`src/hdl/shifting_fifo_with_search_core_defines.svh`:
```
// ----------------------------------------------------------------------------
// shifting fifo with search: assertion macros
// concurrent checks on clk, disabled while rst is high
// ----------------------------------------------------------------------------
`ifndef SHIFTING_FIFO_WITH_SEARCH_CORE_DEFINES_SVH
`define SHIFTING_FIFO_WITH_SEARCH_CORE_DEFINES_SVH

`ifndef SYNTHESIS
// same-cycle implication
`define SFS_ASSERT_IMP(lbl, ante, cons) \
  lbl: assert property (@(posedge clk) disable iff (rst) (ante) |-> (cons)) \
    else $error("shifting fifo check failed");
// next-cycle implication
`define SFS_ASSERT_NXT(lbl, ante, cons) \
  lbl: assert property (@(posedge clk) disable iff (rst) (ante) |=> (cons)) \
    else $error("shifting fifo check failed");
`else
`define SFS_ASSERT_IMP(lbl, ante, cons)
`define SFS_ASSERT_NXT(lbl, ante, cons)
`endif

`endif

```
`src/hdl/sfs_pkg.sv`:
```
// ----------------------------------------------------------------------------
// sfs_pkg
// shared types and codes for the shifting fifo with search
// ----------------------------------------------------------------------------
package sfs_pkg;

  typedef enum logic [1:0] {
    FN_ENQ  = 2'd0,
    FN_DEQ  = 2'd1,
    FN_SRCH = 2'd2,
    FN_PEEK = 2'd3
  } func_t;

  localparam logic [1:0] ST_OK    = 2'd0;
  localparam logic [1:0] ST_FULL  = 2'd1;
  localparam logic [1:0] ST_EMPTY = 2'd2;

  typedef enum logic [1:0] {
    S_IDLE,
    S_SEARCH,
    S_DONE
  } state_t;

  typedef struct packed {
    logic do_op;
    logic do_reduce;
  } cmd_t;

endpackage

```
`src/hdl/sfs_ctrl.sv`:
```
// ----------------------------------------------------------------------------
// sfs_ctrl
// request sequencer: accept, optional search reduce, hold result
// ----------------------------------------------------------------------------
module sfs_ctrl
  import sfs_pkg::*;
(
  input  logic       clk,
  input  logic       rst,
  input  logic       in_valid,
  output logic       in_stall,
  input  logic [1:0] func,
  output logic       out_valid,
  input  logic       out_stall,
  output cmd_t       cmd
);

  state_t state;
  state_t state_next;

  always_ff @(posedge clk) begin
    if (rst) begin
      state <= S_IDLE;
    end else begin
      state <= state_next;
    end
  end

  always_comb begin
    state_next = state;
    case (state)
      S_IDLE: begin
        if (in_valid) begin
          state_next = (func_t'(func) == FN_SRCH) ? S_SEARCH : S_DONE;
        end
      end
      S_SEARCH: begin
        state_next = S_DONE;
      end
      S_DONE: begin
        if (!out_stall) begin
          state_next = S_IDLE;
        end
      end
      default: begin
        state_next = S_IDLE;
      end
    endcase
  end

  always_comb begin
    in_stall      = 1'b1;
    out_valid     = 1'b0;
    cmd.do_op     = 1'b0;
    cmd.do_reduce = 1'b0;
    case (state)
      S_IDLE: begin
        // no transaction is taken while reset is held
        in_stall  = rst;
        cmd.do_op = in_valid && !rst;
      end
      S_SEARCH: begin
        cmd.do_reduce = 1'b1;
      end
      S_DONE: begin
        out_valid = 1'b1;
      end
      default: begin
        in_stall = 1'b1;
      end
    endcase
  end

endmodule

```
`src/hdl/sfs_datapath.sv`:
```
// ----------------------------------------------------------------------------
// sfs_datapath
// shift-line slots, count, tail copy, per-slot compare lanes, result fields
// ----------------------------------------------------------------------------
module sfs_datapath
  import sfs_pkg::*;
#(
  parameter int DEPTH = 8
) (
  input  logic               clk,
  input  logic               rst,
  input  cmd_t               cmd,
  input  logic [1:0]         func,
  input  logic signed [31:0] data_value,
  output logic [1:0]         status,
  output logic signed [31:0] removed_value,
  output logic               found,
  output logic signed [31:0] head_value,
  output logic signed [31:0] tail_value,
  output logic [3:0]         occupancy,
  output logic               is_empty,
  output logic               is_full
);

  localparam int CW = $clog2(DEPTH + 1);
  localparam int IW = (DEPTH > 1) ? $clog2(DEPTH) : 1;
  localparam int EW = (CW > 4) ? CW : 4;

  logic signed [31:0] slots [DEPTH];
  logic signed [31:0] tail;
  logic [CW-1:0]      count;
  logic [DEPTH-1:0]   hits;
  logic [DEPTH-1:0]   lane_valid;
  logic [EW-1:0]      count_ext;
  logic               cnt_zero;
  logic               cnt_full;

  assign cnt_zero = (count == '0);
  assign cnt_full = (count == CW'(DEPTH));

  always_comb begin
    for (int i = 0; i < DEPTH; i++) begin
      lane_valid[i] = (CW'(i) < count);
    end
  end

  always_ff @(posedge clk) begin
    if (rst) begin
      count <= '0;
    end else if (cmd.do_op) begin
      if (func_t'(func) == FN_ENQ && !cnt_full) begin
        count <= count + CW'(1);
      end else if (func_t'(func) == FN_DEQ && !cnt_zero) begin
        count <= count - CW'(1);
      end
    end
  end

  // payload: slots, tail copy, compare lanes, result fields
  always_ff @(posedge clk) begin
    if (cmd.do_op) begin
      status        <= ST_OK;
      removed_value <= '0;
      found         <= 1'b0;
      case (func_t'(func))
        FN_ENQ: begin
          if (cnt_full) begin
            status <= ST_FULL;
          end else begin
            slots[count[IW-1:0]] <= data_value;
            tail                 <= data_value;
          end
        end
        FN_DEQ: begin
          if (cnt_zero) begin
            status <= ST_EMPTY;
          end else begin
            removed_value <= slots[0];
            for (int i = 0; i < DEPTH - 1; i++) begin
              slots[i] <= slots[i + 1];
            end
          end
        end
        FN_SRCH: begin
          if (cnt_zero) begin
            status <= ST_EMPTY;
          end
          for (int i = 0; i < DEPTH; i++) begin
            hits[i] <= lane_valid[i] && (slots[i] == data_value);
          end
        end
        default: begin
          status <= ST_OK;
        end
      endcase
    end else if (cmd.do_reduce) begin
      found <= |hits;
    end
  end

  assign count_ext  = EW'(count);
  assign occupancy  = count_ext[3:0];
  assign is_empty   = cnt_zero;
  assign is_full    = cnt_full;
  assign head_value = cnt_zero ? 32'sd0 : slots[0];
  assign tail_value = cnt_zero ? 32'sd0 : tail;

endmodule

```
`src/hdl/shifting_fifo_with_search_core.sv`:
```
// ----------------------------------------------------------------------------
// shifting_fifo_with_search_core
// fixed-depth queue with its head in slot 0, dequeue shifts every slot forward
//
// input channel (in_valid / in_stall): func and data_value, one request per
// transaction. output channel (out_valid / out_stall): one result per request,
// giving status, removed value, search hit and the queue after the operation.
// a result is offered the cycle after its request is accepted (a search
// first registers its per-slot compares, then reduces them to the hit in the
// search state before its result is offered); the sequencer holds one request
// at a time, so the next accept follows the cycle after the result is taken.
// while a result waits under out_stall it holds steady and in_stall stays up.
// in_stall is high while rst is held.
// reset empties the queue; slot contents are left as they are.
// ----------------------------------------------------------------------------
`include "shifting_fifo_with_search_core_defines.svh"

module shifting_fifo_with_search_core
  import sfs_pkg::*;
#(
  parameter int DEPTH = 8
) (
  input  logic               clk,
  input  logic               rst,
  input  logic               in_valid,
  output logic               in_stall,
  input  logic [1:0]         func,
  input  logic signed [31:0] data_value,
  output logic               out_valid,
  input  logic               out_stall,
  output logic [1:0]         status,
  output logic signed [31:0] removed_value,
  output logic               found,
  output logic signed [31:0] head_value,
  output logic signed [31:0] tail_value,
  output logic [3:0]         occupancy,
  output logic               is_empty,
  output logic               is_full
);

  cmd_t cmd;

  sfs_ctrl u_ctrl (
    .clk       (clk),
    .rst       (rst),
    .in_valid  (in_valid),
    .in_stall  (in_stall),
    .func      (func),
    .out_valid (out_valid),
    .out_stall (out_stall),
    .cmd       (cmd)
  );

  sfs_datapath #(
    .DEPTH (DEPTH)
  ) u_dp (
    .clk           (clk),
    .rst           (rst),
    .cmd           (cmd),
    .func          (func),
    .data_value    (data_value),
    .status        (status),
    .removed_value (removed_value),
    .found         (found),
    .head_value    (head_value),
    .tail_value    (tail_value),
    .occupancy     (occupancy),
    .is_empty      (is_empty),
    .is_full       (is_full)
  );

  // a result is only presented while new requests are held off
  `SFS_ASSERT_IMP(a_valid_holds_input, out_valid, in_stall)
  // an accepted transaction blocks the input until its result is taken
  `SFS_ASSERT_NXT(a_accept_then_stall, in_valid && !in_stall, in_stall)
  // a rejected enqueue leaves the queue full
  `SFS_ASSERT_IMP(a_full_reject, out_valid && status == ST_FULL, is_full)
  // an empty rejection removes nothing and finds nothing
  `SFS_ASSERT_IMP(a_empty_reject, out_valid && status == ST_EMPTY,
                  is_empty && !found && removed_value == 32'sd0)

endmodule
```
`config.mk`:
```
export PLATFORM = sky130hd
export DESIGN_NAME = shifting_fifo_with_search_core
export DESIGN_NICKNAME = d
export VERILOG_FILES = /design/src/hdl/sfs_pkg.sv /design/src/hdl/sfs_ctrl.sv /design/src/hdl/sfs_datapath.sv /design/src/hdl/shifting_fifo_with_search_core.sv
export VERILOG_INCLUDE_DIRS = /design/src /design/src/hdl
export SDC_FILE = /design/constraint.sdc
export NUM_CORES = 1
export LEC_CHECK = 0
export ABC_CLOCK_PERIOD_IN_PS = 8800
export BUFFER_PORTS_ARGS = -buffer_cell sky130_fd_sc_hd__buf_2
export CORE_UTILIZATION = 45
export CTS_CLUSTER_SIZE = 10
export DETAILED_ROUTE_END_ITERATION = 7
export PLACE_DENSITY_LB_ADDON = 0.15
export SYNTH_ARGS = -nofsm -noshare
export SYNTH_HDL_FRONTEND = slang
export SYNTH_HIERARCHICAL = 1
export SYNTH_SLANG_ARGS = --single-unit
```
`constraint.sdc`:
```
create_clock -name clk -period 8.8 [get_ports clk]
set_clock_uncertainty 0.05 [all_clocks]
set_input_delay 1.76 -clock clk [delete_from_list [all_inputs] [get_ports clk]]
set_output_delay 1.76 -clock clk [all_outputs]
set_load 0.02 [all_outputs]
```
==> flow_summary_export.csv, run 1 <==
group,metric,value,unit
finish,multiInputGateArea,0.00585,sq mm
sta,worst_slack,4.23,ns
routing,vias,9789,
power,p_per_area,193,mW/mm^2
finish,regArea,0.0100,sq mm
clocking,cts_tree,"yes",
sta,hold_viol,0,
sta,tns,0,ns
clocking,clock_latency,0.52,ns
synth,netlist_instances,1231,
setup_path,path_class,"reg -> out",
min_path,hp-class,"reg -> reg",
sta,grt_setup_unrepaired,"no",
clocking,htree_levels,2,
power,p_leak,7.68,nW
place,dpl.cell_count,1735,
min_path,min_path_cells,2,
run_status,outcome,"finished, violations left",
setup_path,r2r-end,"u_dp/slots[1][12]",
synth,synth_area,0.0165,sq mm
clocking,cts_resized,0,
synth,synth.distinct_cells,42,
sta,min_period,4.57,ns
grt,gr-total-overflow,0,
synth,yosys_warnings,6,
routing,firstDrtPassIters,8,
setup_path,crit_start,"u_dp/occupancy[1]",
power,ir_drop,0.118,mV
sta,setup_viol,0,
finish,drive_gt1_share,16.0,%
setup_path,startpoint_type,"flip-flop",
floorplanning,die_y,193,microns
run,drv_cap,0,
grt,antenna_found_initial,0,
floorplanning,start_util,46.0,%
place,gp_congestion,0.933,
finish,final_cells,1790,
clocking,hold_buffers,0,
setup_path,cp.required,6.99,ns
sta,worst_pin_slew,1.12,ns
floorplanning,dieArea,0.0373,sq mm
sta,period_share,52.0,%
finish,final_util,51.6,%
setup_path,r2r_start,"u_dp/occupancy[1]",
routing,wire_per_inst,23.6,microns
clocking,cts_buffers,40,
clocking,cts_buffer_depth,3,
grt,grt_pass1_vias,9650,
floorplanning,pin_count,145,
finish,num_antenna_cells,0,
clocking,clkSinkCount,337,
clocking,root_buffer,"clkbuf_16",
synth,ys_seq_area_share,61.1,%
floorplanning,core-area,0.0357,sq mm
routing,drt_iter0_markers,742,
finish,syn2layout_area_growth,12.0,%
place,portBuffers,144,
setup_path,endpoint_kind,"primary output",
finish,num-nets-final,1361,
floorplanning,rows,69,
power,p_total,3.55,mW
setup_path,cp.arrival,2.76,ns
sta,relSlewSlack,25.6,%
place,pre_cts_ws,3.83,ns
min_path,min_from,"u_dp/found",
routing,antenna_left,0,
setup_path,rr_worst_depth,6,
synth,syn_nets,1276,
grt,grt_max_degree,226,
setup_path,rrSetupSlack,4.89,ns
sta,max_freq,219,MHz
min_path,holdPathEnd,"u_dp/found",
synth,synth-seq-cells,337,
routing,drc,27,
routing,totalWireLength,42300,microns
floorplanning,die_x,193,microns
synth,syn_area_per_cell,13.4,sq um
clocking,cts.clk_slew.worst_paths,0.05,ns
grt,grt_usage,22.7,%
run_status,violations,"DRC",
sta,slew_violations,0,
routing,avgViaCountPerCell,5.47,
setup_path,cp_max_fo,99,
clocking,post_cts_buffers,0,
grt,grt_pass1_wl,63300,microns
finish,n_fill_cell,3005,
place,dp_hpwl,30900,microns
[placed cells by master (no fill, tap or decap), types with 2 or more instances in the layout]
cell / count
nand3_1: 12
nand3b_1: 2
nand2b_1: 2
dfxtp_1: 7
o21ai_4: 6
and2_1: 98
clkbuf_1: 11
edfxtp_1: 330
nand4_1: 18
xor2_1: 211
a21o_1: 224
buf_2: 144
nor3_1: 15
nor2_1: 7
or3_1: 2
buf_4: 9
and3_1: 34
a21oi_1: 7
o21ai_0: 4
inv_1: 9
ha_1: 7
clkbuf_16: 41
nor4_1: 52
nand2_1: 7
xnor2_1: 46
nor3_2: 2
[through the flow]
| step | area [sq um] | hold WS, ns |
|---|---|---|
| 3_3_place_gp | 17300 | 0.438 |
| 3_5_place_dp | 17300 | 0.455 |
| 4_1_cts | 18400 | 0.463 |
| 6_report | 18400 | 0.459 |
| 5_1_grt | 18400 | 0.530 |
| 2_1_floorplan | 16500 | 0.475 |
[metal layers]
metal  vias up  GRT usage, %  part of all wire (%)
li1       4596             -                     -
met1      4801          31.9                    46
met2       322          36.1                    46
met3        70          2.93                   4.8
met4         0          8.53                   3.6
met5         -             0                     0
[kinds of logic (layout without fill, tap and decap cells)]
logic type / after synthesis / count (layout) / synth area share (%)
flip-flops: 337 / 337 / 61.1
AND/OR/NAND/NOR: 259 / 259 / 9.52
XOR/XNOR: 257 / 257 / 13.7
AO/OA/AOI/OAI: 250 / 250 / 11.2
buffers and inverters: 120 / 218 / 3.94
adder cells (fa/ha/maj): 7 / 7 / 0.532
multiplexers: 1 / 1 / 0.0608
[synth_stat cells]
library cell,n,share of area (%)
nand3_2,1,0.061
o21ai_0,11,0.33
dfxtp_1,7,0.85
buf_4,8,0.37
a21boi_0,1,0.046
nor3_1,16,0.49
a41oi_1,1,0.053
a21o_1,224,10
and2_1,98,3.7
mux2i_1,1,0.061
and2b_1,1,0.046
nand4_1,18,0.68
a41o_1,1,0.061
buf_1,2,0.046
nor2_1,8,0.18
a21oi_1,7,0.21
a311oi_1,1,0.053
or3_4,1,0.068
ha_1,7,0.53
xor2_1,211,11
or3_1,2,0.076
nand2b_1,2,0.076
buf_2,19,0.58
nand2_1,7,0.16
inv_1,9,0.21
or3b_1,1,0.053
or2_2,1,0.038
buf_6,19,1.3
nor3_2,1,0.061
a22o_1,1,0.053
and3_1,35,1.3
nand3b_1,2,0.091
xnor2_1,46,2.4
o21bai_1,1,0.046
clkbuf_1,62,1.4
nand3_1,12,0.37
o32a_1,1,0.061
edfxtp_1,330,60
nor2b_1,1,0.038
nor4_1,52,2.0
o311ai_0,1,0.053
clkbuf_2,1,0.030
[state kept, by name, summed over array words and instances (netlist names)]
register / flops
u_dp/status: 2
u_dp/tail: 32
u_dp/found: 1
u_dp/removed_value: 32
u_ctrl/state: 2
u_dp/hits: 8
u_dp/occupancy: 4
u_dp/slots: 256
[power by group]
part           total, mW  leakage, nW  switching, mW  internal [mW]
logic              0.294         4.07          0.193          0.101
clock network       1.47        0.541          0.594          0.874
registers           1.79         3.07        0.00973           1.78
total               3.55         7.68          0.796           2.76
[final cells by class]
| type | instances | share of cell area (%) |
|---|---|---|
| clock buffer | 53 | 5.87 |
| sequential | 337 | 54.5 |
| multi-input combinational | 774 | 31.7 |
| inverter | 9 | 0.183 |
| tap | 461 | 3.13 |
| timing repair buffer | 154 | 4.39 |
| clock inverter | 2 | 0.183 |
[how the worst max path moves through the flow]
stage,to,slack (ns),depth (start not counted)
finish,is_empty,4.23,6
global route,is_empty,4.03,6
CTS,is_empty,4.25,6
detailed placement,u_dp/slots[1][12],3.83,6
global placement,u_dp/slots[1][15],3.88,6
floorplan,u_dp/slots[3][0],0.84,5
[worst max-delay path: stages, from the launching register on]
cell and delay, ns:
dfxtp_1 0.52, inv_1 0.14, ha_1 0.31, or3b_2 0.23, buf_4 0.58, inv_1 0.22
buf_2 0.22
Note: power is estimated with default switching activity, not from simulation.
==> inputs of run 2 (changes only) <==
ABC_AREA = 1   (was default)
ABC_CLOCK_PERIOD_IN_PS = 4600   (was 8800)
clock period = 4.6 ns   (was 8.8 ns; I/O delays follow)
==> flow_summary_export.csv, run 2 <==
group,metric,value,unit
run_status,outcome,"completed",
synth,syn_nets,2029,
synth,syn_area_per_cell,8.67,sq um
setup_path,max_stage_delay,0.39,ns
sta,tns,0,ns
clocking,htree_levels,2,
run,drv_cap,0,
grt,grt_pass1_wl,84100,microns
sta,period_share,73.7,%
finish,syn2layout_area_growth,13.4,%
floorplanning,pin_count,145,
synth,synth_fa_ha_area_share,0.509,%
sta,relSlewSlack,23.4,%
place,gp_congestion,0.984,
sta,grt_setup_unrepaired,"no",
routing,drt_iter0_markers,1687,
power,power_frac_comb,9.9,%
clocking,cts.clk_slew.worst_paths,0.06,ns
grt,grt_max_degree,171,
synth,synth_area,0.0172,sq mm
synth,synth-seq-cells,337,
setup_path,path_class,"reg -> out",
power,pwr-share-clk,40.8,%
place,portBuffers,144,
synth,ys_top_cells_by_count,"nand2_1 (763), edfxtp_1 (330), inv_1 (246)",
routing,firstDrtPassIters,6,
synth,yosys_warnings,6,
setup_path,cp_max_fo,93,
clocking,root_buffer,"clkbuf_16",
grt,gr-total-overflow,0,
floorplanning,dieArea,0.0390,sq mm
clocking,clock_latency,0.56,ns
power,ir_drop,0.230,mV
place,dpl.cell_count,2579,
finish,drive_gt1_share,10.4,%
synth,synth-compound-area-share,5.29,%
sta,whs,0.480,ns
synth,synth.distinct_cells,30,
floorplanning,start_util,45.7,%
setup_path,rrSetupSlack,1.34,ns
clocking,cts_tree,"yes",
finish,top_register,"u_dp/slots",
finish,layout_common_cells,"nand2_1 (763), edfxtp_1 (330), inv_1 (246)",
power,intPower,5.22,mW
power,p_per_area,358,mW/mm^2
clocking,post_cts_buffers,0,
sta,setup_viol,0,
sta,worst_pin_slew,1.15,ns
grt,antenna_found_initial,2,
clocking,cts_buffers,40,
power,switchingPower,1.76,mW
synth,synth_xor_area_share,4.12,%
sta,min_period,3.39,ns
clocking,cts_resized,0,
synth,ys_seq_area_share,58.4,%
synth,synth-simple-area-share,23.9,%
clocking,hold_buffers,0,
sta,worst_slack,1.21,ns
finish,final_common_cell,"nand2_1",
setup_path,startpoint_type,"flip-flop",
synth,synth_top_family_by_area,"simple AND/OR/NAND/NOR gates",
finish,reg_top3,"u_dp/slots x256, u_dp/removed_value x32, u_dp/tail x32",
setup_path,cp.required,3.63,ns
sta,max_freq,295,MHz
floorplanning,die_y,198,microns
routing,antenna_left,0,
routing,vias,14126,
setup_path,cp_cell_sequence,"inv_1 > ha_1 > nand2_1 > nor2_4 > buf_12 > nor2_1 > buf_2",
power,sequentialPowerShare,49.2,%
synth,netlist.area_leader.share,57.6,%
sta,hold_viol,0,
floorplanning,die_x,198,microns
min_path,hp-class,"reg -> reg",
sta,slew_violations,0,
power,p_leak,8.59,nW
finish,final_cells,2642,
setup_path,endpoint_kind,"primary output",
clocking,clkSinkCount,337,
routing,wire_per_inst,22.3,microns
clocking,cts_buffer_depth,3,
place,pre_cts_ws,0.959,ns
synth,synth_flop_cell,"edfxtp_1",
synth,netlist_instances,1984,
synth,synth.most_common_cell,"nand2_1",
routing,totalWireLength,58900,microns
floorplanning,rows,71,
synth,synthArstFlopShare,0,%
grt,grt_usage,30.4,%
routing,avgViaCountPerCell,5.35,
finish,num-nets-final,2155,
synth,synth_edf_count,330,
synth,muxShareOfSynthArea,0,%
setup_path,cp.arrival,2.42,ns
power,sw_frac_of_total,25.2,%
floorplanning,core-area,0.0377,sq mm
routing,drc,0,
place,dp_hpwl,43400,microns
synth,yosys.area.top_type,"edfxtp_1",
synth,yosys-top-cells-area,"edfxtp_1 (58%), nand2_1 (17%), inv_1 (5.4%)",
finish,largest_reg_flops,256,
setup_path,cp_slowest_cell,"dfxtp_1",
grt,grt_pass1_vias,12828,
[run 2: cell types whose count changed after synthesis, sizes merged, moves of 35 or more]
cell / delta
nand2: +757
inv: +241
a21o: -224
nor2: +207
xor2: -192
o21ai: +152
and2: -98
clkbuf: -56
nor4: -51
and3: -35
[run 2: final cells by class]
| type | instances | area (sq um) |
|---|---|---|
| antenna | 1 | 2.50 |
| clock buffer | 58 | 1090 |
| clock inverter | 4 | 28.8 |
| fill | 3562 | 18100 |
| inverter | 250 | 938 |
| multi-input combinational | 1322 | 5900 |
| sequential | 337 | 10000 |
| tap | 511 | 639 |
| timing repair buffer | 159 | 871 |
[run 2: cell families (layout without fill, tap and decap cells)]
family / count (synthesis) / in the layout
xor gates and xnor gates: 81 / 81
DFF: 337 / 337
AOI/OAI and AO/OA: 179 / 179
buffers and inverters: 325 / 471
other: 0 / 1
and+or+nand+nor: 1055 / 1055
adders and majority gates: 7 / 7
[run 2: metrics by stage]
stage | instance area [sq um] | power, mW | util [%]
2_1_floorplan | 17200 | 3.93 | -
3_3_place_gp | 18400 | 4.18 | 48.8
3_5_place_dp | 18400 | 4.18 | 48.8
4_1_cts | 19500 | 7.01 | 51.8
5_1_grt | 19500 | 7.21 | 51.8
6_report | 19500 | 6.98 | 51.8
[run 2: final timing paths]
path,end,cells past startpoint,start
worst max-delay path,head_value[1],7,u_dp/occupancy[0]
worst min register to register,u_dp/found,2,u_dp/found
worst min-delay path,u_dp/found,2,u_dp/found
worst max register to register,u_dp/slots[6][23],9,u_dp/occupancy[0]
[run 2: critical path: cells and delay by family (launching register included)]
family	cells	cell delay, ns
flip-flops	1	0.39
buffers and inverters	3	0.65
AND/OR/NAND/NOR	3	0.48
adder cells (fa/ha/maj)	1	0.26
[run 2: power groups by stage]
stage | Sequential (mW) | Combinational (mW) | Clock (mW)
floorplan | 3.52 | 0.412 | 0
global placement | 3.50 | 0.677 | 0
detailed placement | 3.50 | 0.683 | 0
CTS | 3.44 | 0.686 | 2.89
global route | 3.44 | 0.748 | 3.02
finish | 3.44 | 0.693 | 2.85
[run 2: metal layers]
layer | track usage [%] | wire length, microns
met1 | 42.6 | 24800
met2 | 45.7 | 25500
met3 | 5.58 | 5940
met4 | 14.3 | 2670
met5 | 0 | 0
